--- src/sv/rlf_pkg.sv ---
`timescale 1ns / 1ps
// Shared types and constants for the resonant ladder filter lanes.
// No dependencies; every other file imports this package.
package rlf_pkg;

  localparam int DEF_LANES       = 4;
  localparam int DEF_SAMPLE_BITS = 24;

  localparam int STAGES     = 4;
  localparam int STAGE_BITS = 2;
  localparam int STEP_BITS  = 4;
  localparam int MAX_STEP   = 2 * STAGES + 1;

  localparam int ADDR_BITS = 4;
  localparam int DATA_BITS = 32;

  localparam int GAIN_BITS = 16;
  localparam int INV_BITS  = 17;
  localparam int RESO_BITS = 19;
  localparam int POLE_BITS = 2;
  localparam int COEF_BITS = 19;

  // Headroom above the sample width for the unsaturated intermediates.
  localparam int GUARD_BITS = 12;
  localparam int FRAC_BITS  = 16;

  localparam logic [GAIN_BITS-1:0] GAIN_RESET = '0;
  localparam logic [INV_BITS-1:0]  INV_RESET  = 17'h10000;
  localparam logic [RESO_BITS-1:0] RESO_RESET = '0;
  localparam logic [POLE_BITS-1:0] POLE_RESET = 2'd3;

  typedef enum logic [1:0] {
    REG_GAIN  = 2'd0,
    REG_INV   = 2'd1,
    REG_RESO  = 2'd2,
    REG_POLES = 2'd3
  } reg_idx_t;

  typedef enum logic [2:0] {
    OP_NONE = 3'd0,
    OP_FB   = 3'd1,
    OP_U    = 3'd2,
    OP_U1   = 3'd3,
    OP_V    = 3'd4,
    OP_O    = 3'd5
  } op_t;

  typedef struct packed {
    logic [GAIN_BITS-1:0] gain;
    logic [INV_BITS-1:0]  inv;
    logic [RESO_BITS-1:0] reso;
    logic [POLE_BITS-1:0] pole_code;
  } coef_t;

  typedef struct packed {
    logic                  load;
    logic                  en;
    op_t                   op;
    logic [STAGE_BITS-1:0] stage;
    logic                  fin;
  } lane_ctl_t;

endpackage

--- src/sv/rlf_lane.sv ---
`timescale 1ns / 1ps
// One ladder lane: four stage states, previous output, one shared multiplier.
// Depends on rlf_pkg; sequenced by rlf_seq.
module rlf_lane import rlf_pkg::*; #(
  parameter int SAMPLE_BITS = DEF_SAMPLE_BITS
) (
  input  logic                          clk,
  input  logic                          rst,
  input  lane_ctl_t                     ctl,
  input  coef_t                         coef,
  input  logic signed [SAMPLE_BITS-1:0] sample,
  output logic signed [SAMPLE_BITS-1:0] last
);

  localparam int W  = SAMPLE_BITS + GUARD_BITS;
  localparam int PW = W + COEF_BITS + 1;
  localparam int HB = W - SAMPLE_BITS + 1;

  logic signed [SAMPLE_BITS-1:0] stage_store [STAGES];
  logic signed [SAMPLE_BITS-1:0] x;
  logic signed [SAMPLE_BITS-1:0] y;
  logic signed [W-1:0]           p;
  logic signed [W-1:0]           xw, lastw, sw, a, q, sum;
  logic        [COEF_BITS-1:0]   cf;
  logic signed [PW-1:0]          prod, rnd;
  logic        [HB-1:0]          hi;

  always_comb begin
    xw    = W'(x);
    lastw = W'(last);
    sw    = W'(stage_store[ctl.stage]);
    case (ctl.op)
      OP_FB: begin
        a  = lastw;
        cf = COEF_BITS'(coef.reso);
      end
      OP_U: begin
        a  = xw - p;
        cf = COEF_BITS'(coef.inv);
      end
      OP_U1: begin
        a  = xw - lastw;
        cf = COEF_BITS'(coef.inv);
      end
      OP_V: begin
        a  = p - sw;
        cf = COEF_BITS'(coef.inv);
      end
      OP_O: begin
        a  = p;
        cf = COEF_BITS'(coef.gain);
      end
      default: begin
        a  = '0;
        cf = '0;
      end
    endcase
    prod = PW'(a) * PW'($signed({1'b0, cf}));
    // round half up, then floor shift
    rnd  = prod + PW'(1 << (FRAC_BITS - 1));
    q    = rnd[W+FRAC_BITS-1:FRAC_BITS];
    sum  = q + sw;
    hi   = sum[W-1:SAMPLE_BITS-1];
    if (hi == '0 || hi == '1) begin
      y = sum[SAMPLE_BITS-1:0];
    end else if (sum[W-1]) begin
      y = {1'b1, {(SAMPLE_BITS-1){1'b0}}};
    end else begin
      y = {1'b0, {(SAMPLE_BITS-1){1'b1}}};
    end
  end

  always_ff @(posedge clk) begin
    if (rst) begin
      for (int i = 0; i < STAGES; i++) begin
        stage_store[i] <= '0;
      end
      last <= '0;
    end else if (ctl.en && ctl.op == OP_O) begin
      stage_store[ctl.stage] <= y;
      if (ctl.fin) begin
        last <= y;
      end
    end
  end

  always_ff @(posedge clk) begin
    if (ctl.load) begin
      x <= sample;
    end
    if (ctl.en) begin
      p <= (ctl.op == OP_O) ? W'(y) : q;
    end
  end

endmodule

--- config.mk ---
export PLATFORM = sky130hd
export DESIGN_NAME = rlf_lane
export DESIGN_NICKNAME = d
export VERILOG_FILES = /design/src/sv/rlf_pkg.sv /design/src/sv/rlf_lane.sv
export SDC_FILE = /design/constraint.sdc
export NUM_CORES = 2
export LEC_CHECK = 0
export BUFFER_PORTS_ARGS = -buffer_cell sky130_fd_sc_hd__buf_2
export CAP_MARGIN = 5
export CORE_UTILIZATION = 30
export CTS_CLUSTER_SIZE = 28
export DETAILED_ROUTE_END_ITERATION = 8
export GPL_ROUTABILITY_DRIVEN = 1
export GPL_TIMING_DRIVEN = 0
export PLACE_DENSITY = 0.56
export SLEW_MARGIN = 20
export SYNTH_ARGS = -nofsm -noshare
export SYNTH_HDL_FRONTEND = slang
export SYNTH_SLANG_ARGS = --single-unit
--- constraint.sdc ---
create_clock -name clk -period 47.7 [get_ports clk]
set_input_delay 4.77 -clock clk [delete_from_list [all_inputs] [get_ports clk]]
set_output_delay 4.77 -clock clk [all_outputs]
set_load 0.02 [all_outputs]
==> run_results.csv <==
group,metric,value,unit
run_status,outcome,"complete, no violations",
flow_run,cap_violations,0,
drt,firstDrtPassIters,5,
sta,hold_ws,0.571,ns
synth,yosysSeqAreaShare,13.4,%
layout,nFillCells,13300,
synth,synth_top_area_share,33.4,%
placed_design,gp_congestion,0.957,
synth,synth_edf_count,156,
setup_path,crit_top_cell,"a21oi_1",
clock_network,numCtsBuffers,17,
sta,skew,0.0159,ns
synth,synth_cell_types,101,
drt,drt_iter0_drc,2623,
sta,rsz0062_at_grt,"false",
global_route,antenna_found_initial,3,
sta,period_minus_slack,22.49,ns
drt,avgViaCountPerCell,5.09,
setup_path,cp_slowest_cell,"o21ai_1",
placed_design,placed_area,41300,um2
synth,syn-cell-area,38500,um2
drt,wl_per_cell,22.1,um
drt,final_antenna_net_count,0,
synth,syn_inst,4349,
setup_path,start_kind,"input pin",
sta,fmax,44.5,MHz
setup_path,startpoint,"ctl[1]",
layout,area_delta_synth_final,9.00,%
setup_path,timing.rr.end,"p[21]",
global_route,grt_max_degree,41,
clock_network,cts_resized,0,
setup_path,cpLargestDelayFamily,"compound AO/OA/AOI/OAI gates",
floorplan,row_count,131,
clock_network,clock_tree.root_cell,"clkbuf_16",
global_route,globalRouteTotalUtil,21.1,%
setup_path,cp_num_buf_inv,12,
clock_network,cts_tree,"done",
floorplan,io-pin-count,112,
synth,syn_avg_cell_area,8.84,um2
clock_network,clkTransAtPathRegs,0.07,ns
synth,synth_top_cell_by_area,"fa_1",
clock_network,clkSinkCount,180,
clock_network,htreeDepth,4,
synth,syn_nets,5372,
placed_design,dp_hpwl,115000,um
layout,nets,5516,
layout,design_area,41900,um2
setup_path,cp.depth,59,
setup_path,endpoint_kind,"flop",
setup_path,r2r_setup_slack,30.52,ns
setup_path,path_max_fanout,10,
sta,relSlewSlack,12.6,%
sta,drv_slew,0,
synth,synth-async-reset-ratio,0,%
floorplan,dieArea,130000,um2
sta,final.setup.tns,0,ns
worst_hold_path,hp-class,"flop to flop",
setup_path,critPathKind,"input pin to flop",
clock_network,holdBufCountCts,0,
setup_path,cp-endpoint,"p[21]",
synth,synth_area_leaders,"fa_1 (33%), edfxtp_1 (12%), ha_1 (9.5%)",
floorplan,fp.dieH,360,um
placed_design,place_ws,24.97,ns
global_route,grt_overflow,0,
floorplan,start_util,30.2,%
layout,layout-drive-gt1-share,6.70,%
setup_path,cp_data_required_time,48.02,ns
synth,synth.yosys.warnings,0,
synth,synth_common_cells,"inv_1 (949), fa_1 (642), nand2_1 (507)",
clock_network,cts_max_path_buffers,2,
sta,final_hold_viol_count,0,
setup_path,worstRegToRegCells,57,
clock_network,clk_latency,0.46,ns
drt,routed_wl,136000,um
global_route,grt_pass1_wl,204000,um
sta,worst_pin_slew,1.31,ns
setup_path,regToRegStartpoint,"p[0]",
floorplan,die_w,360,um
clock_network,post_cts_buffers,0,
sta,finalSetupViolCount,0,
sta,fin_crit_sh,47.2,%
global_route,grt_pass1_vias,31800,
floorplan,core,127000,um2
drt,vias,31400,
setup_path,crit_arrival,22.81,ns
placed_design,io_buffers,109,
sta,worst_slack,25.21,ns
synth,synth.most_common_cell,"inv_1",
synth,synth-seq-cells,180,
synth,synth_ff_type,"edfxtp_1",
drt,drc_errors,0,
setup_path,critical-path-max-stage-delay,0.81,ns
-- layout by cell type (no fill, tap or decap), types with 104 or more instances in the layout --
| cell | instances |
|---|---|
| inv_1 | 949 |
| a21oi_1 | 174 |
| nand2_1 | 507 |
| edfxtp_1 | 156 |
| clkbuf_1 | 127 |
| o21ai_0 | 132 |
| fa_1 | 642 |
| xnor2_1 | 104 |
| buf_2 | 127 |
| ha_1 | 293 |
| nor2_1 | 305 |
| nor2b_1 | 106 |
-- worst min path at each step --
| stage | to | depth (start not counted) | from | slack, ns |
|---|---|---|---|---|
| after floorplan | last[23] | 2 | last[23] | 0.54 |
| after global placement | last[2] | 2 | last[2] | 0.56 |
| after detailed placement | last[2] | 2 | last[2] | 0.56 |
| after CTS | last[2] | 2 | last[2] | 0.57 |
| after global routing | last[2] | 2 | last[2] | 0.60 |
| final | last[2] | 2 | last[2] | 0.57 |
-- metal layers --
metal / routed length, um / GRT usage [%] / vias to the layer above
met1: 59400 / 29.1 / 15700
li1: - / - / 14100
met2: 61300 / 33.2 / 1363
met5: 9 / 0 / -
met4: 5740 / 8.08 / 2
met3: 9930 / 3.06 / 239
-- stage by stage --
stage,utilization (%),instances
floorplan,-,4349
global placement,32.3,6120
detailed placement,32.4,6135
CTS,32.9,6167
global route,32.9,6168
finish,32.9,6169
-- flip-flops by register name (all words and copies together), names as in the netlist --
signal / flops
last: 24
p: 36
stage_store: 96
x: 24
-- cell type report --
type	count	area (um2)	area share (%)
multi-input cells	3052	29100	69.4
flip-flops and latches	180	5160	12.3
inverters	949	3560	8.50
well taps	1662	2080	4.96
plain buffers	168	747	1.78
repair buffers	125	691	1.65
clock buffers	19	433	1.03
clock inverters	13	143	0.340
diodes	1	2.50	0.00597
-- cells by family (layout without fill, tap and decap cells) --
logic type | Yosys count | in the layout | synth area share (%)
flops | 180 | 180 | 13.4
mux | 41 | 41 | 2.02
other cells | 0 | 1 | 0
compound gates | 712 | 712 | 12.3
simple gates | 1193 | 1193 | 14.2
buf+inv | 1117 | 1274 | 11.2
xor+xnor | 171 | 171 | 4.01
fa+ha+maj | 935 | 935 | 42.9
-- worst min-delay path, cell delays in order (launching register included) --
cell	delay (ns)
dfxtp_1	0.38
nand2_1	0.09
o31ai_1	0.06
Power is not shown: default switching activity piles up to over one toggle a cycle in this logic, so the estimate is an artifact.
