--- config.mk ---
export PLATFORM = sky130hd
export DESIGN_NAME = rlf_merge_flat
export DESIGN_NICKNAME = d
export VERILOG_FILES = /design/src/sv/rlf_pkg.sv /design/src/sv/rlf_ifs.sv /design/src/sv/rlf_merge.sv /design/src/flat_wrapper.sv
export SDC_FILE = /design/constraint.sdc
export NUM_CORES = 1
export LEC_CHECK = 0
export BUFFER_PORTS_ARGS = -buffer_cell sky130_fd_sc_hd__buf_2
export CAP_MARGIN = 10
export CORE_ASPECT_RATIO = 2
export CORE_MARGIN = 1.5
export CORE_UTILIZATION = 30
export CTS_BUF_LIST = sky130_fd_sc_hd__clkbuf_4 sky130_fd_sc_hd__clkbuf_8 sky130_fd_sc_hd__clkbuf_16
export CTS_CLUSTER_SIZE = 10
export DETAILED_ROUTE_END_ITERATION = 7
export HOLD_SLACK_MARGIN = 0.08
export PLACE_DENSITY_LB_ADDON = 0.12
export SLEW_MARGIN = 0
export SYNTH_ARGS = -nofsm -noshare
export SYNTH_HDL_FRONTEND = slang
export SYNTH_SLANG_ARGS = --single-unit
--- constraint.sdc ---
create_clock -name clk -period 1.6 [get_ports clk]
set_clock_uncertainty 0.2 [all_clocks]
set_input_delay 0 -clock clk [delete_from_list [all_inputs] [get_ports clk]]
set_output_delay 0 -clock clk [all_outputs]
set_load 0.02 [all_outputs]
--- src/sv/rlf_pkg.sv ---
`timescale 1ns / 1ps
// Shared types and constants for the resonant ladder filter lanes.
// No dependencies; every other file imports this package.
package rlf_pkg;

  localparam int DEF_LANES       = 4;
  localparam int DEF_SAMPLE_BITS = 24;

  localparam int STAGES     = 4;
  localparam int STAGE_BITS = 2;
  localparam int STEP_BITS  = 4;
  localparam int MAX_STEP   = 2 * STAGES + 1;

  localparam int ADDR_BITS = 4;
  localparam int DATA_BITS = 32;

  localparam int GAIN_BITS = 16;
  localparam int INV_BITS  = 17;
  localparam int RESO_BITS = 19;
  localparam int POLE_BITS = 2;
  localparam int COEF_BITS = 19;

  // Headroom above the sample width for the unsaturated intermediates.
  localparam int GUARD_BITS = 12;
  localparam int FRAC_BITS  = 16;

  localparam logic [GAIN_BITS-1:0] GAIN_RESET = '0;
  localparam logic [INV_BITS-1:0]  INV_RESET  = 17'h10000;
  localparam logic [RESO_BITS-1:0] RESO_RESET = '0;
  localparam logic [POLE_BITS-1:0] POLE_RESET = 2'd3;

  typedef enum logic [1:0] {
    REG_GAIN  = 2'd0,
    REG_INV   = 2'd1,
    REG_RESO  = 2'd2,
    REG_POLES = 2'd3
  } reg_idx_t;

  typedef enum logic [2:0] {
    OP_NONE = 3'd0,
    OP_FB   = 3'd1,
    OP_U    = 3'd2,
    OP_U1   = 3'd3,
    OP_V    = 3'd4,
    OP_O    = 3'd5
  } op_t;

  typedef struct packed {
    logic [GAIN_BITS-1:0] gain;
    logic [INV_BITS-1:0]  inv;
    logic [RESO_BITS-1:0] reso;
    logic [POLE_BITS-1:0] pole_code;
  } coef_t;

  typedef struct packed {
    logic                  load;
    logic                  en;
    op_t                   op;
    logic [STAGE_BITS-1:0] stage;
    logic                  fin;
  } lane_ctl_t;

endpackage

--- src/sv/rlf_ifs.sv ---


interface rlf_filtered_if import rlf_pkg::*; #(
  parameter int LANES       = DEF_LANES,
  parameter int SAMPLE_BITS = DEF_SAMPLE_BITS
) ();
  logic                         valid;
  logic                         ready;
  logic [LANES*SAMPLE_BITS-1:0] filtered;

  modport source (output valid, output filtered, input ready);
  modport sink   (input valid, input filtered, output ready);
endinterface

--- src/sv/rlf_merge.sv ---
`timescale 1ns / 1ps
// Output stage: gathers every lane's result into one registered transfer.
// Depends on rlf_pkg and rlf_filtered_if.
module rlf_merge import rlf_pkg::*; #(
  parameter int LANES       = DEF_LANES,
  parameter int SAMPLE_BITS = DEF_SAMPLE_BITS
) (
  input  logic                         clk,
  input  logic                         rst,
  input  logic                         load,
  input  logic [LANES*SAMPLE_BITS-1:0] lanes_last,
  output logic                         out_free,
  rlf_filtered_if.source               dout
);

  assign out_free = !dout.valid || dout.ready;

  always_ff @(posedge clk) begin
    if (rst) begin
      dout.valid <= 1'b0;
    end else if (load) begin
      dout.valid <= 1'b1;
    end else if (dout.ready) begin
      dout.valid <= 1'b0;
    end
  end

  always_ff @(posedge clk) begin
    if (load) begin
      dout.filtered <= lanes_last;
    end
  end

  a_no_overwrite: assert property (@(posedge clk) disable iff (rst)
    load |-> (!dout.valid || dout.ready))
    else $error("pending result overwritten");

endmodule

--- src/flat_wrapper.sv ---
// flat-port wrapper written by rule: the top's interface ports become plain ports
module rlf_merge_flat import rlf_pkg::*;
#(
  parameter int LANES       = DEF_LANES,
  parameter int SAMPLE_BITS = DEF_SAMPLE_BITS
)
  (clk, rst, load, lanes_last, out_free, dout_valid, dout_filtered, dout_ready);
  rlf_filtered_if #(.LANES(LANES), .SAMPLE_BITS(SAMPLE_BITS)) dout_i ();
  input  logic clk;
  input  logic rst;
  input  logic load;
  input  logic [LANES*SAMPLE_BITS-1:0] lanes_last;
  output logic out_free;
  output wire logic [$bits(dout_i.valid)-1:0] dout_valid;
  output wire logic [$bits(dout_i.filtered)-1:0] dout_filtered;
  input wire logic [$bits(dout_i.ready)-1:0] dout_ready;
  assign dout_valid = dout_i.valid;
  assign dout_filtered = dout_i.filtered;
  assign dout_i.ready = dout_ready;
  rlf_merge #(.LANES(LANES), .SAMPLE_BITS(SAMPLE_BITS)) u_core (.clk(clk), .rst(rst), .load(load), .lanes_last(lanes_last), .out_free(out_free), .dout(dout_i));
endmodule
==> results.md <==
Outcome:
- The run finished with clean final reports.

Detailed routing:
- The total via count in the routed design is 2134.
- The number of DRC markers after the initial detailed-route iteration is 113.
- Once detail routing completed, the nets flagged for antenna violations numbered 0.
- The detail-routed via count per cell is 3.91.
- The number of detailed-routing iterations run before antenna repair is 4.
- After detailed routing, the average wire length per cell comes to 13.9 um.
- The DRC violation count after routing is 0.
- The total routed wirelength is 7590 um.

Logic synthesis:
- Counting every net in the synthesized netlist gives 200.
- In the post-synthesis netlist, the biggest area contributors are sky130_fd_sc_hd__edfxtp_1 98%, sky130_fd_sc_hd__dfxtp_1 0.68%, sky130_fd_sc_hd__nand2b_4 0.47%, sky130_fd_sc_hd__a21oi_2 0.30%, sky130_fd_sc_hd__inv_1 0.13%.
- In the synthesized netlist, the number of instances is 100.
- The area of the mapped netlist is 2930 um^2.
- For this run, the number of Yosys warnings is 0.
- The post-synthesis sequential element count is 97.
- The per-instance average area after synthesis is a little under 30 um^2.
- After synthesis, the netlist uses 5 different library cells.
- The area share of the leading cell type in the synthesized netlist is 0.984.
- The sequential cell area fraction in the yosys report is 0.991.
- The biggest area consumer among synthesized cells is sky130_fd_sc_hd__edfxtp_1.

Cells and area:
- The multi-input gate area in the final layout is 22.5 um^2.
- The summed area of non-filler cells in the final layout is between 5000 and 6000 um^2.
- The layout overhead on the synthesized area is 84.8%.
- Measured on the finished design, the core utilization comes to 0.573.
- The total of fill cells in the finished design is around 750.
- The combined flip-flop and latch cell area is 2900 um^2.
- 0 antenna diodes ended up in the layout.
- The most common cell after layout, fill and taps aside is sky130_fd_sc_hd__buf_2.
- The final-stage net count is 511.
- The share of final-layout standard cells stronger than drive strength 1 is 0.526.
- In the layout the commonest cells are 196 x sky130_fd_sc_hd__buf_2, 99 x sky130_fd_sc_hd__dlygate4sd3_1, 96 x sky130_fd_sc_hd__edfxtp_1, 9 x sky130_fd_sc_hd__clkbuf_16, 4 x sky130_fd_sc_hd__clkbuf_4.

Floorplanning:
- The initial core utilization is 0.310.
- The die extent in y is 143 um.
- The core footprint is 9450 um^2.
- For this design the top-level I/O count stands at around 200.
- The die area is 10400 um^2.
- The floorplan has 50 rows.
- The die boundary width is 72.9 um.

Clocking:
- TritonCTS built the clock tree.
- The tree built by TritonCTS fans out to 97 sinks.
- Counting the buffers created by CTS gives 9.
- The post-CTS clock slew at the launch and capture registers of the worst setup and hold paths is 60 ps.
- The number of buffers between clock root and the deepest sink is 2.
- The quantity of hold-fixing buffers added after cts is ~100.
- The quantity of gates resized following cts is 0.
- The H-tree depth is 3.
- The tree is rooted in a sky130_fd_sc_hd__clkbuf_16.
- The later pin in the worst-skew pair is clocked with a latency of roughly 330 ps.
- The post-CTS setup buffer count is 0.

Timing:
- The period utilization is 0.929.
- Setup violations remaining at the end of the flow were counted as 0.
- Setup repair after global routing left no endpoint under its margin.
- Final hold analysis gives a worst-case slack of 143 ps.
- At the pin with the least slew margin, the transition time is 274 ps.
- The number of hold violations in the final report was 0.
- The worst slew margin relative to its limit is 0.817.
- The maximum clock rate is 0.673 GHz.
- After routing, the total negative slack on setup checks comes to 0 ps.
- The shortest period the worst path allows is 1490 ps.
- The final count of pins violating max slew is 0.

Power:
- After layout, the design draws a total of roughly 5.8 mW.
- The worst-case IR drop observed on VDD is 670 uV.
- Power spread over the standard cell area amounts to 1080 nW/um^2.
- The analysis attributes to cell leakage a power of 2.32 nW.

Placed design:
- The global placement routability congestion is 0.665.
- Once detailed placement completed, the half-perimeter wirelength came to 5090 um.
- The cell area after placement is 4150 um^2.
- During placement, the flow inserted port buffers numbering 197.

Global routing:
- The number of global-route vias before repair is 2210.
- Entering global routing, the biggest net connects 27 pins.
- The first global-routing pass estimated 10900 um of wire.
- For this run the aggregate overflow at the end of global routing stands at 0.
- For this run, the total global-route usage over all layers was measured as 0.146.
- The number of antenna violations at the first check in global routing is 0.

Worst setup path:
- The type of the worst setup path is in2reg.
- The worst reg-to-reg setup slack is around 240 ps.
- The required time reported for the critical path endpoint is 1680 ps.
- STA classifies the critical path startpoint as a primary input.
- The element type at the critical path end is a flop.
- The arrival time reported for the critical path endpoint is about 1600 ps.
- In this run the worst path has a maximum fanout of 18.

Hold path:
- The path category of the worst min-delay check is in2out.

Flow run:
- The number of max-cap violations is 0.
==> per-stage QoR <==
stage               setup slack (ps)  std cells
CTS                              108        546
finish                           113        546
global route                    41.1        546
detailed placement               526        431
global placement                 542        431
floorplan                        626        100
==> routing by layer <==
metal | routed length [um] | GRT usage | vias to the layer above
met2 | 4360 | 0.273 | 107
met5 | 0 | 0 | -
met3 | 585 | 0.0529 | 12
met1 | 2440 | 0.131 | 992
met4 | 207 | 0.0725 | 0
li1 | - | - | 1023
==> final timing paths <==
kind                     start                end  depth (start not counted)
min reg2reg  u_core.dout.valid  u_core.dout.valid                          3
max                       load  u_core.dout.valid                          5
min                 dout_ready           out_free                          3
max reg2reg  u_core.dout.valid  u_core.dout.valid                          3
==> synthesized netlist by cell type <==
master and n:
sky130_fd_sc_hd__edfxtp_1 96, sky130_fd_sc_hd__dfxtp_1 1, sky130_fd_sc_hd__nand2b_4 1, sky130_fd_sc_hd__a21oi_2 1, sky130_fd_sc_hd__inv_1 1
==> where the power goes <==
part	switching [mW]	internal (mW)
logic	0.448	0.388
registers	0.0440	3.01
clock network	0.836	1.12
==> logic make-up (layout without fill, tap and decap cells) <==
logic type | count (synthesis) | count (layout) | share of synthesized area
simple gates | 1 | 1 | 0.00470
flops | 97 | 97 | 0.991
buf+inv | 1 | 317 | 0.00128
compound gates | 1 | 1 | 0.00299
==> area by class of cell <==
cell class,instances,share of cell area
repair buffers,300,0.378
flip-flops and latches,97,0.536
clock buffers,13,0.0472
multi-input cells,2,0.00416
well taps,130,0.0301
inverters,1,0.000694
clock inverters,3,0.00324
==> critical path, cell delays in order <==
cell                            delay (ps)
sky130_fd_sc_hd__dlygate4sd3_1         520
sky130_fd_sc_hd__buf_4                 280
sky130_fd_sc_hd__inv_1                  90
sky130_fd_sc_hd__a21oi_2               110
sky130_fd_sc_hd__dlygate4sd3_1         550
==> flip-flops by register name, indices dropped and copies added, names as in the netlist <==
register and count:
u_core.dout.filtered 96, u_core.dout.valid 1
Power figures use the tool's default switching activity.
