--- src/sv/rlf_pkg.sv ---
`timescale 1ns / 1ps
// Shared types and constants for the resonant ladder filter lanes.
// No dependencies; every other file imports this package.
package rlf_pkg;

  localparam int DEF_LANES       = 4;
  localparam int DEF_SAMPLE_BITS = 24;

  localparam int STAGES     = 4;
  localparam int STAGE_BITS = 2;
  localparam int STEP_BITS  = 4;
  localparam int MAX_STEP   = 2 * STAGES + 1;

  localparam int ADDR_BITS = 4;
  localparam int DATA_BITS = 32;

  localparam int GAIN_BITS = 16;
  localparam int INV_BITS  = 17;
  localparam int RESO_BITS = 19;
  localparam int POLE_BITS = 2;
  localparam int COEF_BITS = 19;

  // Headroom above the sample width for the unsaturated intermediates.
  localparam int GUARD_BITS = 12;
  localparam int FRAC_BITS  = 16;

  localparam logic [GAIN_BITS-1:0] GAIN_RESET = '0;
  localparam logic [INV_BITS-1:0]  INV_RESET  = 17'h10000;
  localparam logic [RESO_BITS-1:0] RESO_RESET = '0;
  localparam logic [POLE_BITS-1:0] POLE_RESET = 2'd3;

  typedef enum logic [1:0] {
    REG_GAIN  = 2'd0,
    REG_INV   = 2'd1,
    REG_RESO  = 2'd2,
    REG_POLES = 2'd3
  } reg_idx_t;

  typedef enum logic [2:0] {
    OP_NONE = 3'd0,
    OP_FB   = 3'd1,
    OP_U    = 3'd2,
    OP_U1   = 3'd3,
    OP_V    = 3'd4,
    OP_O    = 3'd5
  } op_t;

  typedef struct packed {
    logic [GAIN_BITS-1:0] gain;
    logic [INV_BITS-1:0]  inv;
    logic [RESO_BITS-1:0] reso;
    logic [POLE_BITS-1:0] pole_code;
  } coef_t;

  typedef struct packed {
    logic                  load;
    logic                  en;
    op_t                   op;
    logic [STAGE_BITS-1:0] stage;
    logic                  fin;
  } lane_ctl_t;

endpackage

--- src/sv/rlf_seq.sv ---
`timescale 1ns / 1ps
// Step sequencer shared by all lanes: accept, multiply steps, result hold.
// Depends on rlf_pkg.
module rlf_seq import rlf_pkg::*; (
  input  logic                 clk,
  input  logic                 rst,
  input  logic                 in_valid,
  input  logic                 out_free,
  input  logic [POLE_BITS-1:0] pole_code,
  output logic                 in_ready,
  output logic                 out_load,
  output lane_ctl_t            ctl
);

  typedef enum logic [2:0] {
    S_IDLE = 3'b001,
    S_RUN  = 3'b010,
    S_HOLD = 3'b100
  } state_t;

  state_t               state, state_next;
  logic [STEP_BITS-1:0] step, step_next;
  logic [STEP_BITS-1:0] last_step;
  logic [STEP_BITS-1:0] step_m2;
  logic                 in_fire;
  logic                 fin;

  assign in_ready  = (state == S_IDLE) || (state == S_HOLD && out_free);
  assign out_load  = (state == S_HOLD) && out_free;
  assign in_fire   = in_valid && in_ready;
  assign last_step = (pole_code == '0) ? STEP_BITS'(1)
                   : STEP_BITS'({pole_code, 1'b1}) + STEP_BITS'(2);
  assign fin       = (state == S_RUN) && (step >= last_step);
  assign step_m2   = step - STEP_BITS'(2);

  always_comb begin
    ctl.load  = in_fire;
    ctl.en    = (state == S_RUN);
    ctl.fin   = fin;
    ctl.op    = OP_NONE;
    ctl.stage = '0;
    if (state == S_RUN) begin
      if (pole_code == '0) begin
        ctl.op = (step == '0) ? OP_U1 : OP_O;
      end else if (step == '0) begin
        ctl.op = OP_FB;
      end else if (step == STEP_BITS'(1)) begin
        ctl.op = OP_U;
      end else begin
        ctl.op    = step[0] ? OP_O : OP_V;
        ctl.stage = step_m2[STAGE_BITS:1];
      end
    end
  end

  always_comb begin
    state_next = state;
    step_next  = step;
    case (state)
      S_IDLE: begin
        if (in_fire) begin
          state_next = S_RUN;
          step_next  = '0;
        end
      end
      S_RUN: begin
        if (fin) begin
          state_next = S_HOLD;
        end else begin
          step_next = step + STEP_BITS'(1);
        end
      end
      S_HOLD: begin
        if (in_fire) begin
          state_next = S_RUN;
          step_next  = '0;
        end else if (out_free) begin
          state_next = S_IDLE;
        end
      end
      default: begin
        state_next = S_IDLE;
      end
    endcase
  end

  always_ff @(posedge clk) begin
    if (rst) begin
      state <= S_IDLE;
      step  <= '0;
    end else begin
      state <= state_next;
      step  <= step_next;
    end
  end

  a_step_bound: assert property (@(posedge clk) disable iff (rst)
    state == S_RUN |-> step <= STEP_BITS'(MAX_STEP))
    else $error("step counter past last step");

  a_fire_starts: assert property (@(posedge clk) disable iff (rst)
    in_fire |=> state == S_RUN && step == '0)
    else $error("accepted transfer did not start a run");

  a_fin_holds: assert property (@(posedge clk) disable iff (rst)
    fin |=> state == S_HOLD)
    else $error("finished run did not move to hold");

endmodule

--- config.mk ---
export PLATFORM = sky130hd
export DESIGN_NAME = rlf_seq
export DESIGN_NICKNAME = d
export VERILOG_FILES = /design/src/sv/rlf_pkg.sv /design/src/sv/rlf_seq.sv
export SDC_FILE = /design/constraint.sdc
export NUM_CORES = 1
export LEC_CHECK = 0
export ABC_AREA = 1
export BUFFER_PORTS_ARGS = -buffer_cell sky130_fd_sc_hd__buf_2
export CORE_UTILIZATION = 47
export CTS_BUF_LIST = sky130_fd_sc_hd__clkbuf_4 sky130_fd_sc_hd__clkbuf_8 sky130_fd_sc_hd__clkbuf_16
export DETAILED_ROUTE_END_ITERATION = 16
export PLACE_DENSITY = 0.74
export SETUP_SLACK_MARGIN = 0.5
export SYNTH_ARGS = -nofsm -noshare
export SYNTH_HDL_FRONTEND = slang
export SYNTH_SLANG_ARGS = --single-unit
--- constraint.sdc ---
create_clock -name clk -period 1.4 [get_ports clk]
set_input_delay 0.21 -clock clk [delete_from_list [all_inputs] [get_ports clk]]
set_output_delay 0.21 -clock clk [all_outputs]
set_load 0.05 [all_outputs]
==> results_dict.tcl, run 1 <==
set metrics [dict create \
    status "aborted with a tool error" \
    stop_stage "4_1_cts" \
    error "[ERROR DPL-0038] Utilization greater than 100%, impossible to legalize" \
    place.detailed.hpwl_um 1540 \
    synth_largest_type_area_fraction_pct 18.9 \
    post_cts_resize_count 45 \
    clock-sinks 7 \
    place.gp.congestion 0.790 \
    syn-cell-area_sq_um 742 \
    floorplan.initialDensity_pct 53.7 \
    post-place-ws_ns -0.413 \
    clock_tree.root_cell "clkbuf_4" \
    die_width_um 41.7 \
    synth_largest_area_cell "dfxtp_1" \
    cts_buffer_depth 2 \
    cts_buffers 3 \
    ctsHoldBuffers 0 \
    portbufs 15 \
    htree_levels 1 \
    post_synth.cell_area_avg_sq_um 6.75 \
    synthCells 110 \
    synth_area_leaders "dfxtp_1, ha_1, nand2_1" \
    synthesis.nets 126 \
    postCtsSetupBuffers 10 \
    die_h_um 41.7 \
    synth.ff_latch_count 7 \
    synth.lib_cells_used.distinct 25 \
    io_pins 16 \
    ys_seq_area_share_pct 18.9 \
    yosysWarnings 0 \
    rows 13 \
]
[synthesized netlist by cell type, drive strengths merged]
master / number
a21oi: 4
a31oi: 1
buf: 3
clkinv: 1
dfxtp: 7
ha: 10
inv: 23
nand2: 31
nand3: 11
nand4: 1
nor2: 11
nor4: 2
o211a: 1
o211ai: 1
o21ai: 1
or2: 1
xor2: 1
[cells by family after synthesis]
group	share of synthesized area [%]
flip-flops	18.9
AO/OA/AOI/OAI	7.08
buffers and inverters	15.2
XOR/XNOR	1.18
AND/OR/NAND/NOR	40.8
adder cells (fa/ha/maj)	16.9
[per-stage QoR]
step,cell area (sq um),cells
after floorplan,938,110
after global placement,1140,155
after detailed placement,1140,155
==> run 2, diff against run 1 <==
- CORE_AREA: not set -> 2 2 63 65
- CORE_UTILIZATION: 47 -> not set
- CTS_BUF_LIST: sky130_fd_sc_hd__clkbuf_4 sky130_fd_sc_hd__clkbuf_8 sky130_fd_sc_hd__clkbuf_16 -> not set
- DIE_AREA: not set -> 0 0 65 67
- PLACE_DENSITY: 0.74 -> not set
- PLACE_DENSITY_LB_ADDON: not set -> 0.15
- SETUP_SLACK_MARGIN: 0.5 -> not set
- clock period: 1.4 -> 1.8 ns (I/O delays scaled with it)
==> results_dict.tcl, run 2 <==
set metrics [dict create \
    status "complete, no violations" \
    critPathMaxFanout 5 \
    post_route_insts_no_fill 182 \
    max_freq_mhz 567 \
    critical_path.startpoint "step[0]" \
    cts.reportedPaths.clkPinSlew_ns 0.04 \
    transition_time_at_the_pin_with_the_least_slew_margin_ns 0.234 \
    die_width_um 65 \
    arrival_ns 1.49 \
    area_growth_from_synthesis_to_layout_pct 46.9 \
    share_of_the_cycle_needed_by_the_critical_path_after_routing_pct 98.0 \
    grt_setup_unrepaired "true" \
    clock_tree.root_cell "clkbuf_8" \
    synthCells 110 \
    route.detailed.vias_per_inst 4.07 \
    drc 0 \
    via_count 740 \
    timing.critical_path.cells "inv_1 -> ha_2 -> nand3_4 -> nand2_2 -> nor4_4 -> buf_6" \
    first_pass_iters 4 \
    timing.hold.worst.start "rst" \
    synthFlopType "dfxtp_1" \
    final_report_max_slew_violation_count 0 \
    syn-cell-area_sq_um 742 \
    post_synth.cell_area_avg_sq_um 6.75 \
    worst-setup-path-type "register to output pin" \
    io_pins 16 \
    vdd_ir_drop_max_uv 483 \
    final_common_cell "nand2_1" \
    synth_largest_type_area_fraction_pct 18.9 \
    asyncSetResetFlopFracSynth_pct 0 \
    final_antenna_net_count 0 \
    die_h_um 67 \
    rows 22 \
    clk-insertion-delay-late_ns 0.22 \
    buffers_and_inverters_on_the_worst_path 2 \
    timing.final.ws_setup_ns 0.0352 \
    largest_reg_flops 4 \
    timing.critical_path.max_delay_family "simple AND/OR/NAND/NOR gates" \
    power-per-cell-area_nw_per_um2 763 \
    cts_buffer_depth 2 \
    place.detailed.hpwl_um 1440 \
    fp.coreArea_sq_um 3610 \
    clock-skew-final_ns 0.000442 \
    clock-sinks 7 \
    grt_antenna_before_repair 0 \
    synthesis.nets 126 \
    critical_path.startpoint_type "register" \
    grt_pass1_wl_um 3130 \
    floorplan.initialDensity_pct 20.6 \
    min_path_type "input port to register" \
    synth_edf_count 0 \
    vias_in_the_first_global_route 756 \
    cts_tree "yes" \
    grt_usage_pct 9.44 \
    portbufs 15 \
    max_flop_register "step" \
    layout_common_cells "nand2_1, inv_1, buf_2, buf_4, nor2_1" \
    maxCapViolations 0 \
    period_minus_slack_ns 1.76 \
    ctsHoldBuffers 0 \
    cts_buffers 3 \
    yosys.cell_count.top_type "nand2_1" \
    synth.lib_cells_used.distinct 25 \
    critPathRequiredTime_ns 1.53 \
    crit_path_top_delay_cell "dfxtp_4" \
    critical_path.reg2reg.startpoint "step[1]" \
    grt_remaining_overflow 0 \
    p_leak_nw 0.548 \
    yosysWarnings 0 \
    top_regs "step (4), state (3)" \
    most_used_standard_cells_in_the_synthesized_netlist "nand2_1, inv_1, ha_1" \
    design_power_total_uw 832 \
    place.gp.congestion 0.732 \
    synth_largest_area_cell "dfxtp_1" \
    drive_above_1_share_pct 44.8 \
    die_area_sq_um 4360 \
    drt_first_iter_violations 19 \
    final-setup-viol-count 0 \
    antenna-diode-count 0 \
    synth_area_leaders "dfxtp_1, ha_1, nand2_1" \
    htree_levels 1 \
    synth.ff_latch_count 7 \
    slew-limit-headroom_pct 84.2 \
    dpl.cell_count 177 \
    final_nets 151 \
    wire_per_inst_um 9.39 \
    post-place-ws_ns -0.00824 \
    total_wirelength_of_the_detailed_routed_design_um 1710 \
    grt_max_degree 8 \
    critical_path.max_stage_delay_ns 0.36 \
    end_kind "output pin" \
    ys_seq_area_share_pct 18.9 \
    finalHoldViolCount 0 \
]
==> run 2: cell counts after synthesis <==
No cell type changed its count.
==> run 2: worst paths after layout <==
check	end	slack, ns	cells after the start
min reg2reg	step[0]	0.53	2
min	step[3]	0.26	2
max reg2reg	step[0]	0.30	11
max	ctl[1]	0.04	6
==> run 2: cell families (layout without fill, tap and decap cells) <==
logic type | after synthesis | in the layout | share of synthesized area, %
simple gates | 57 | 57 | 40.8
fa+ha+maj | 10 | 10 | 16.9
flops | 7 | 7 | 18.9
compound gates | 8 | 8 | 7.08
xor+xnor | 1 | 1 | 1.18
buf+inv | 27 | 51 | 15.2
==> run 2: area by class of cell <==
cell class | count | area [sq um]
Sequential cell | 7 | 149
Fill cell | 390 | 2520
Clock buffer | 4 | 45.0
Tap cell | 48 | 60.1
Timing Repair Buffer | 23 | 163
Inverter | 24 | 90.1
Multi-Input combinational cell | 76 | 583
==> run 2: through the flow <==
stage	instance area, sq um	util, %	hold slack (ns)	TNS [ns]
6_report	1090	30.2	0.264	0
5_1_grt	1090	30.2	0.264	-0.0265
4_1_cts	986	27.3	0.256	0
3_5_place_dp	922	25.6	0.494	-0.00824
3_3_place_gp	922	25.6	0.497	0
2_1_floorplan	757	-	0.332	-0.457
==> run 2: timing repair <==
action	4_1_cts	5_1_grt
endpoints found under the setup margin	5	5
gates cloned	0	0
pin swaps	0	8
resized for setup	8	25
buffers inserted	0	1
==> run 2: power by group <==
| part | internal (mW) | total, mW | switching, mW | leakage (nW) |
|---|---|---|---|---|
| Combinational | 0.151 | 0.406 | 0.254 | 0.467 |
| Sequential | 0.179 | 0.209 | 0.0304 | 0.0592 |
| Clock | 0.153 | 0.217 | 0.0643 | 0.0228 |
==> run 2: worst reg2reg max path, cell delays in order (launching register included) <==
cell	delay, ns
dfxtp_4	0.35
buf_6	0.13
ha_4	0.22
nand2_1	0.05
nand2_1	0.08
nand2_2	0.09
buf_4	0.11
nand3_4	0.09
nand2_4	0.13
nand2_1	0.05
nand2_1	0.06
nor2_1	0.04
==> run 2: metal layers <==
metal	GRT usage, %	share of wire [%]
met5	0	0
met1	10.8	47
met4	2.39	0
met2	16.8	48
met3	3.21	4.7
Power figures use the tool's default switching activity.
