==> config.mk <==
export PLATFORM = sky130hd
export DESIGN_NAME = rlf_regs
export DESIGN_NICKNAME = d
export VERILOG_FILES = /design/src/sv/rlf_pkg.sv /design/src/sv/rlf_regs.sv
export SDC_FILE = /design/constraint.sdc
export NUM_CORES = 1
export LEC_CHECK = 0
export BUFFER_PORTS_ARGS = -buffer_cell sky130_fd_sc_hd__buf_4
export CORE_MARGIN = 5
export CORE_UTILIZATION = 40
export CTS_CLUSTER_SIZE = 28
export DETAILED_ROUTE_END_ITERATION = 6
export MAX_ROUTING_LAYER = met4
export PLACE_DENSITY = 0.8
export SYNTH_ARGS = -nofsm -noshare
export SYNTH_HDL_FRONTEND = slang
export SYNTH_SLANG_ARGS = --single-unit
==> constraint.sdc <==
create_clock -name clk -period 1.7 [get_ports clk]
set_clock_uncertainty 0.1 [all_clocks]
set_input_delay 0.34 -clock clk [delete_from_list [all_inputs] [get_ports clk]]
set_output_delay 0.34 -clock clk [all_outputs]
set_load 0.03 [all_outputs]
==> src/sv/rlf_pkg.sv <==
`timescale 1ns / 1ps
// Shared types and constants for the resonant ladder filter lanes.
// No dependencies; every other file imports this package.
package rlf_pkg;

  localparam int DEF_LANES       = 4;
  localparam int DEF_SAMPLE_BITS = 24;

  localparam int STAGES     = 4;
  localparam int STAGE_BITS = 2;
  localparam int STEP_BITS  = 4;
  localparam int MAX_STEP   = 2 * STAGES + 1;

  localparam int ADDR_BITS = 4;
  localparam int DATA_BITS = 32;

  localparam int GAIN_BITS = 16;
  localparam int INV_BITS  = 17;
  localparam int RESO_BITS = 19;
  localparam int POLE_BITS = 2;
  localparam int COEF_BITS = 19;

  // Headroom above the sample width for the unsaturated intermediates.
  localparam int GUARD_BITS = 12;
  localparam int FRAC_BITS  = 16;

  localparam logic [GAIN_BITS-1:0] GAIN_RESET = '0;
  localparam logic [INV_BITS-1:0]  INV_RESET  = 17'h10000;
  localparam logic [RESO_BITS-1:0] RESO_RESET = '0;
  localparam logic [POLE_BITS-1:0] POLE_RESET = 2'd3;

  typedef enum logic [1:0] {
    REG_GAIN  = 2'd0,
    REG_INV   = 2'd1,
    REG_RESO  = 2'd2,
    REG_POLES = 2'd3
  } reg_idx_t;

  typedef enum logic [2:0] {
    OP_NONE = 3'd0,
    OP_FB   = 3'd1,
    OP_U    = 3'd2,
    OP_U1   = 3'd3,
    OP_V    = 3'd4,
    OP_O    = 3'd5
  } op_t;

  typedef struct packed {
    logic [GAIN_BITS-1:0] gain;
    logic [INV_BITS-1:0]  inv;
    logic [RESO_BITS-1:0] reso;
    logic [POLE_BITS-1:0] pole_code;
  } coef_t;

  typedef struct packed {
    logic                  load;
    logic                  en;
    op_t                   op;
    logic [STAGE_BITS-1:0] stage;
    logic                  fin;
  } lane_ctl_t;

endpackage

==> src/sv/rlf_regs.sv <==
`timescale 1ns / 1ps
// APB register file holding the shared filter coefficients.
// Depends on rlf_pkg.
module rlf_regs import rlf_pkg::*; (
  input  logic                 clk,
  input  logic                 rst,
  input  logic                 psel,
  input  logic                 penable,
  input  logic                 pwrite,
  input  logic [ADDR_BITS-1:0] paddr,
  input  logic [DATA_BITS-1:0] pwdata,
  output logic [DATA_BITS-1:0] prdata,
  output logic                 pready,
  output coef_t                coef
);

  reg_idx_t idx;
  logic     wr;

  assign pready = 1'b1;
  assign idx    = reg_idx_t'(paddr[ADDR_BITS-1:2]);
  assign wr     = psel && penable && pwrite;

  always_ff @(posedge clk) begin
    if (rst) begin
      coef.gain      <= GAIN_RESET;
      coef.inv       <= INV_RESET;
      coef.reso      <= RESO_RESET;
      coef.pole_code <= POLE_RESET;
    end else if (wr) begin
      case (idx)
        REG_GAIN:  coef.gain      <= pwdata[GAIN_BITS-1:0];
        REG_INV:   coef.inv       <= pwdata[INV_BITS-1:0];
        REG_RESO:  coef.reso      <= pwdata[RESO_BITS-1:0];
        REG_POLES: coef.pole_code <= pwdata[POLE_BITS-1:0];
        default: begin
        end
      endcase
    end
  end

  always_comb begin
    case (idx)
      REG_GAIN:  prdata = DATA_BITS'(coef.gain);
      REG_INV:   prdata = DATA_BITS'(coef.inv);
      REG_RESO:  prdata = DATA_BITS'(coef.reso);
      REG_POLES: prdata = DATA_BITS'(coef.pole_code);
      default:   prdata = '0;
    endcase
  end

endmodule

==> metrics.log, run 1 <==
[metrics] fraction of synthesized cell area taken by the top area cell type: 0.398
[metrics] number of buffers on the longest clock path: 2
[metrics] Clock transition at path regs: 0.09 ns
[metrics] mean post-synth cell area: 9.77 sq um
[metrics] DR vias: 2188
[metrics] # setup viols final: 1
[metrics] launching element type of the critical path: flop
[metrics] # nets final: 415
[metrics] type of the worst min-delay path: in -> reg
[metrics] Routed Antenna Nets: 0
[metrics] share of async-settable or async-resettable flops after synthesis: 0
[metrics] sequential cell area fraction in the yosys report: 0.398
[metrics] dominant register cell in the synthesized netlist: sky130_fd_sc_hd__dfxtp_1
[metrics] synthesis-stage register bit count: 54
[metrics] sort of element at the end of the critical path: output pin
[metrics] antenna diode instance count: 0
[metrics] initial standard-cell utilization of the core: 0.404
[metrics] register with the most flip-flops: coef
[metrics] via density per instance: 4.81
[metrics] most common cell after layout, fill and taps aside: sky130_fd_sc_hd__buf_4
[metrics] area overhead of the layout relative to synthesis: 36.9%
[metrics] TritonCTS clock tree: yes
[metrics] part of the cycle the worst path needs: 1.01
[metrics] worst hold path depth: 3
[metrics] Clock Sinks: 54
[metrics] largest area contributor in the synthesized netlist: sky130_fd_sc_hd__dfxtp_1
[metrics] final count of hold timing violations: 0
[metrics] Chip Height: 92.4 um
[metrics] measured slew at the worst slew-check pin: 0.496 ns
[metrics] post-layout instance count excluding filler cells: 455
[metrics] estimated wirelength of the detail-placed design: 5210 um
[metrics] status: complete, but fails checks
[metrics] Core Box Area: 6720 sq um
[metrics] required time of the worst setup path: 1.26 ns
[metrics] Buffers on Ports: 98
[metrics] post-place instance area: 3560 sq um
[metrics] highest ir drop seen on vdd: 0.302 mV
[metrics] total congestion overflow: 0
[metrics] registers with the most flip-flops: coef (54)
[metrics] flip-flop count of the largest register after layout: 54
[metrics] category of the most critical setup path: reg -> out
[metrics] overall die width: 92.4 um
[metrics] Worst Reg-to-Reg Cells: 2
[metrics] count of maximum capacitance violations: 0
[metrics] Worst R2R Setup Slack: 0.77 ns
[metrics] number of synthesized flops with an enable pin: 0
[metrics] WP data arrival: 1.28 ns
[metrics] top cells by area, synth: sky130_fd_sc_hd__dfxtp_1, sky130_fd_sc_hd__mux2i_1, sky130_fd_sc_hd__nand2b_1
[metrics] violated checks: negative setup slack
[metrics] root buf cell: sky130_fd_sc_hd__clkbuf_8
[metrics] overall fraction of global-route tracks in use: 0.166
[metrics] remaining max-slew budget at the tightest pin: 0.667
[metrics] number of distinct standard cells referenced by the synthesized netlist: 25
[metrics] maximum single-stage delay on the critical path: 0.47 ns
[metrics] DRC violation count after routing: 0
[metrics] Worst Hold Path EP: coef[20]
[metrics] pre-CTS setup slack: 0.0371 ns
[metrics] Detailed Routing Iterations Pass 1: 4
[metrics] vias in the first global route: 2190
[metrics] commonest non-fill, non-tap cells in the layout: sky130_fd_sc_hd__buf_4, sky130_fd_sc_hd__mux2i_1, sky130_fd_sc_hd__nand2b_1
[metrics] DR iter-0 viols: 58
[metrics] Syn Inst Count: 278
[metrics] Rows: 30
[metrics] mean routed wirelength per cell: 15.3 um
[metrics] final cell utilization of the core: 0.554
[metrics] post-layout instance area: 3720 sq um
[metrics] Total Die Area: 8540 sq um
[metrics] pwr dens: 674 nW/um^2
[metrics] startpoint of the lowest-slack hold path: pwdata[18]
[metrics] count of pins over their slew limit: 0
[metrics] achievable clock frequency: 0.583 GHz
[metrics] total number of yosys warnings: 0
[metrics] total power draw: 2.51 mW
[metrics] unrepaired setup endpoints after global routing: yes
[metrics] Clock Latency Late Sink: 0.30 ns
[metrics] final RePlAce weighted congestion: 0.767
[metrics] worst flop-to-flop path endpoint: coef[18]
[metrics] Period minus WS final: 1.72 ns
[metrics] share of layout cells above drive strength 1: 0.389
[metrics] worst path cell trace: mux4_2 > buf_6
[metrics] pin count of the biggest net entering global routing: 28
[metrics] highest net fanout along the worst path: 3
[metrics] H-tree lvl count: 2
[metrics] initial antenna violation count: 0
[metrics] total standard cell area after synthesis: 2720 sq um
[metrics] worst reg2reg path startpoint: coef[18]
[metrics] PnR worst setup slack: -0.0157 ns
[metrics] cts-stage hold buffer count: 0
[metrics] I/O pin count: 128
[metrics] clock buffer count from CTS: 5
[metrics] Cell Count Post-Placement: 443
[metrics] wire length of the first global-routing pass: 11100 um
[metrics] master of the slowest instance on the critical path: sky130_fd_sc_hd__mux4_2
[metrics] leakage power: 1.82 nW
[metrics] wire length reported by the detailed router: 6980 um
-- critical path: cells and delay by family, from the launching register on --
family | cells | cell delay (ns)
buffers and inverters | 1 | 0.16
flip-flops | 1 | 0.35
multiplexers | 1 | 0.47
-- logic make-up (layout without fill, tap and decap cells) --
kind of cell / Yosys count / after routing / synth area share
AO/OA/AOI/OAI: 21 / 21 / 0.0456
buffers and inverters: 35 / 120 / 0.0861
flip-flops: 54 / 54 / 0.398
multiplexers: 67 / 67 / 0.257
other: 2 / 14 / 0.00276
AND/OR/NAND/NOR: 99 / 99 / 0.210
-- worst max path at each step --
stage | from | end | slack, ns | depth (start not counted)
floorplan | paddr[2] | prdata[10] | -0.04 | 4
global placement | paddr[2] | prdata[1] | 0.03 | 3
detailed placement | paddr[2] | prdata[1] | 0.04 | 3
CTS | coef[0] | prdata[0] | -0.02 | 2
global route | coef[0] | prdata[0] | -0.06 | 2
finish | coef[38] | prdata[0] | -0.02 | 2
-- stage by stage --
step | hold slack (ns) | TNS, ns
global placement | 0.377 | 0
detailed placement | 0.380 | 0
CTS | 0.179 | -0.0329
global route | 0.189 | -0.0996
floorplan | 0.387 | -0.0439
finish | 0.189 | -0.0157
-- cell type report --
class | instances | area, sq um
clock buffer | 5 | 68.8
clock inverter | 3 | 40.0
fill | 604 | 3000
multi-input combinational | 201 | 1480
sequential | 54 | 1090
tap | 80 | 100
timing repair buffer | 112 | 936
-- routing by layer --
layer,global-route usage,part of all wire
met5,-,0
met4,0.0569,0.022
met3,0.0390,0.057
met2,0.276,0.49
met1,0.198,0.43
-- cell usage after synthesis (2+ instances only) --
cell type	count
sky130_fd_sc_hd__nand2b_1	64
sky130_fd_sc_hd__mux2i_1	65
sky130_fd_sc_hd__nor2_1	6
sky130_fd_sc_hd__nand2_1	15
sky130_fd_sc_hd__clkbuf_1	11
sky130_fd_sc_hd__buf_2	4
sky130_fd_sc_hd__conb_1	2
sky130_fd_sc_hd__buf_4	15
sky130_fd_sc_hd__nand3_1	5
sky130_fd_sc_hd__a21oi_1	3
sky130_fd_sc_hd__dfxtp_1	54
sky130_fd_sc_hd__o21ai_0	14
sky130_fd_sc_hd__and2_1	3
sky130_fd_sc_hd__buf_6	4
sky130_fd_sc_hd__a21bo_2	3
-- power by group --
part	switching, mW	leakage, nW	internal [mW]
sequential	0.0136	0.438	1.28
clock	0.402	0.0579	0.434
combinational	0.215	1.32	0.163
-- repair_timing --
item,4_1_cts,5_1_grt
hold endpoints to repair,0,0
setup buffers,3,1
pin swaps,0,0
setup endpoints to repair,2,4
gates resized for setup,11,1
No activity file was read; power rests on OpenSTA's default activity.
==> inputs of run 2 (changes only) <==
--- a/config.mk
+++ b/config.mk
@@ -5,13 +5,14 @@
 export SDC_FILE = /design/constraint.sdc
 export NUM_CORES = 1
 export LEC_CHECK = 0
+export ABC_AREA = 1
 export BUFFER_PORTS_ARGS = -buffer_cell sky130_fd_sc_hd__buf_4
 export CORE_MARGIN = 5
 export CORE_UTILIZATION = 40
 export CTS_CLUSTER_SIZE = 28
 export DETAILED_ROUTE_END_ITERATION = 6
 export MAX_ROUTING_LAYER = met4
-export PLACE_DENSITY = 0.8
+export PLACE_DENSITY = 0.81
 export SYNTH_ARGS = -nofsm -noshare
 export SYNTH_HDL_FRONTEND = slang
 export SYNTH_SLANG_ARGS = --single-unit
==> run 2 against run 1 <==
The flow now finishes without violations. Total power rose by 5.4%. Count of clock-buffer cells in the layout is the same. Maximum frequency grew 5.2%. Sequential power about the same. Sequential cell count is the same. Routed wire length up 9.1%. Critical path depth up 5. Via count up 29%. Critical path type is now in -> out. Critical endpoint is now prdata[16]. Largest power group unchanged.
==> metrics.log, run 2 <==
[metrics] DRC violation count after routing: 0
[metrics] status: finished, final reports clean
[metrics] sequential cell area fraction in the yosys report: 0.403
[metrics] pin count of the biggest net entering global routing: 55
[metrics] cell family with the largest share of critical-path delay: buffers and inverters
[metrics] post-place instance area: 3480 sq um
[metrics] Period minus WS final: 1.63 ns
[metrics] fraction of synthesized cell area taken by the top area cell type: 0.403
[metrics] area fraction in compound gates after synthesis: 0.00187
[metrics] total congestion overflow: 0
[metrics] share of layout cells above drive strength 1: 0.257
[metrics] synthesis-stage register bit count: 54
[metrics] final count of hold timing violations: 0
[metrics] achievable clock frequency: 0.613 GHz
[metrics] root buf cell: sky130_fd_sc_hd__clkbuf_8
[metrics] wire length of the first global-routing pass: 12300 um
[metrics] Detailed Routing Iterations Pass 1: 4
[metrics] flip-flop count of the largest register after layout: 54
[metrics] Routed Antenna Nets: 0
[metrics] clock buffer count from CTS: 5
[metrics] top cells by area, synth: sky130_fd_sc_hd__dfxtp_1, sky130_fd_sc_hd__nand2_1, sky130_fd_sc_hd__nor2_1
[metrics] share of async-settable or async-resettable flops after synthesis: 0
[metrics] post-synthesis share of cell area spent on full adders, half adders and majority gates: 0
[metrics] DR vias: 2822
[metrics] highest ir drop seen on vdd: 0.278 mV
[metrics] Commonest cells post-synth: sky130_fd_sc_hd__nand2_1, sky130_fd_sc_hd__nor2_1, sky130_fd_sc_hd__nand3_1
[metrics] number of synthesized flops with an enable pin: 0
[metrics] number of distinct standard cells referenced by the synthesized netlist: 18
[metrics] highest net fanout along the worst path: 7
[metrics] total standard cell area after synthesis: 2680 sq um
[metrics] mux contribution to synthesized area: 0
[metrics] count of pins over their slew limit: 0
[metrics] # setup viols final: 0
[metrics] dominant register cell in the synthesized netlist: sky130_fd_sc_hd__dfxtp_1
[metrics] Clock transition at path regs: 0.10 ns
[metrics] Clock Sinks: 54
[metrics] count of maximum capacitance violations: 0
[metrics] setup TNS after final layout: 0 ns
[metrics] Buffers on Ports: 98
[metrics] pwr dens: 731 nW/um^2
[metrics] TritonCTS clock tree: yes
[metrics] overall fraction of global-route tracks in use: 0.181
[metrics] Core Box Area: 6420 sq um
[metrics] WP data arrival: 1.19 ns
[metrics] Total Die Area: 8440 sq um
[metrics] post-layout instance area: 3610 sq um
[metrics] required time of the worst setup path: 1.26 ns
[metrics] mean routed wirelength per cell: 12.9 um
[metrics] mean post-synth cell area: 6.43 sq um
[metrics] leakage power: 1.78 nW
[metrics] launching element type of the critical path: input port
[metrics] I/O pin count: 128
[metrics] # nets final: 553
[metrics] type of the worst min-delay path: in -> reg
[metrics] overall die width: 91.9 um
[metrics] cts-stage hold buffer count: 0
[metrics] dominant cell by count in the synthesized netlist: sky130_fd_sc_hd__nand2_1
[metrics] XOR/XNOR Fraction of Synth Area: 0
[metrics] part of the cycle the worst path needs: 0.959
[metrics] largest family of logic cells by synthesized area: simple AND/OR/NAND/NOR gates
[metrics] master of the slowest instance on the critical path: sky130_fd_sc_hd__clkbuf_4
[metrics] sort of element at the end of the critical path: output pin
[metrics] wire length reported by the detailed router: 7610 um
[metrics] area overhead of the layout relative to synthesis: 34.8%
[metrics] initial antenna violation count: 0
[metrics] number of buffer and inverter instances along the worst setup path: 4
[metrics] H-tree lvl count: 2
[metrics] maximum single-stage delay on the critical path: 0.23 ns
[metrics] estimated wirelength of the detail-placed design: 5270 um
[metrics] commonest non-fill, non-tap cells in the layout: sky130_fd_sc_hd__nand2_1, sky130_fd_sc_hd__nor2_1, sky130_fd_sc_hd__buf_4
[metrics] unrepaired setup endpoints after global routing: no
[metrics] simple-gate share of the synthesized area: 0.467
[metrics] final RePlAce weighted congestion: 0.747
[metrics] most common cell after layout, fill and taps aside: sky130_fd_sc_hd__nand2_1
[metrics] Syn Inst Count: 417
[metrics] initial standard-cell utilization of the core: 0.417
[metrics] Clock Latency Late Sink: 0.31 ns
[metrics] worst path cell trace: buf_4 > inv_2 > nor2_4 > clkbuf_4 > nand2_1 > nand2_1 > buf_4
[metrics] vias in the first global route: 2593
[metrics] DR iter-0 viols: 114
[metrics] Chip Height: 91.9 um
[metrics] antenna diode instance count: 0
[metrics] Rows: 29
[metrics] number of buffers on the longest clock path: 2
[metrics] register with the most flip-flops: coef
[metrics] total number of yosys warnings: 0
[metrics] registers with the most flip-flops: coef (54)
[metrics] via density per instance: 4.78
[metrics] largest area contributor in the synthesized netlist: sky130_fd_sc_hd__dfxtp_1
[metrics] category of the most critical setup path: in -> out
## run 2: changes by cell type after synthesis, sizes merged, moves of 3 or more
| cell | change |
|---|---|
| a21oi | -3 |
| nor2 | +106 |
| clkbuf | -9 |
| o21ai | -13 |
| nand2b | -64 |
| mux2i | -65 |
| nand3 | +64 |
| a21bo | -3 |
| nand2 | +99 |
| and2 | -3 |
| buf | +10 |
| inv | +26 |
## run 2: cells by family after synthesis
logic type	count (synthesis)
buf+inv	62
compound gates	1
simple gates	298
other cells	2
flops	54
## run 2: what timing repair did
| item | 4_1_cts | 5_1_grt |
|---|---|---|
| setup endpoints to repair | 0 | 8 |
| buffers inserted | 0 | 1 |
| gates resized for setup | 0 | 3 |
## run 2: per-stage QoR
stage | worst slack (ns) | power [mW] | hold slack [ns] | utilization | instances
4_1_cts | 0.0197 | 2.66 | 0.145 | 0.559 | 588
6_report | 0.0691 | 2.64 | 0.149 | 0.563 | 590
3_3_place_gp | 0.0449 | 1.81 | 0.374 | 0.542 | 580
3_5_place_dp | 0.0135 | 1.81 | 0.375 | 0.542 | 580
2_1_floorplan | 0.122 | 1.66 | 0.366 | - | 429
5_1_grt | 0.00883 | 2.77 | 0.150 | 0.563 | 590
## run 2: layout make-up
class,instances,area (sq um)
inverter,26,97.6
clock inverter,3,40.0
clock buffer,5,68.8
tap,77,96.3
multi-input combinational,313,1320
fill,646,2810
sequential,54,1080
timing repair buffer,112,907
## run 2: routing by layer
layer | vias up | GRT usage | share of wire
met3 | 4 | 0.0483 | 0.072
met4 | 0 | 0.0396 | 0.0047
met2 | 91 | 0.305 | 0.49
met1 | 1274 | 0.218 | 0.44
li1 | 1453 | - | -
met5 | - | - | 0
## run 2: worst paths after layout
check,from,end,slack (ns),cells past startpoint
max,paddr[2],prdata[16],0.07,7
min,pwdata[16],coef[37],0.15,3
max reg2reg,coef[37],coef[37],0.99,2
min reg2reg,coef[0],coef[0],0.39,2
## run 2: power breakdown
| part | switching (mW) | total, mW | internal (mW) |
|---|---|---|---|
| Sequential | 0.0223 | 1.31 | 1.29 |
| Combinational | 0.310 | 0.477 | 0.167 |
| Clock | 0.416 | 0.850 | 0.434 |
| Total | 0.748 | 2.64 | 1.89 |
## run 2: worst min-delay path, stage by stage
cell and delay [ns]:
sky130_fd_sc_hd__buf_4 0.08, sky130_fd_sc_hd__nand2_1 0.04, sky130_fd_sc_hd__nand3_1 0.06
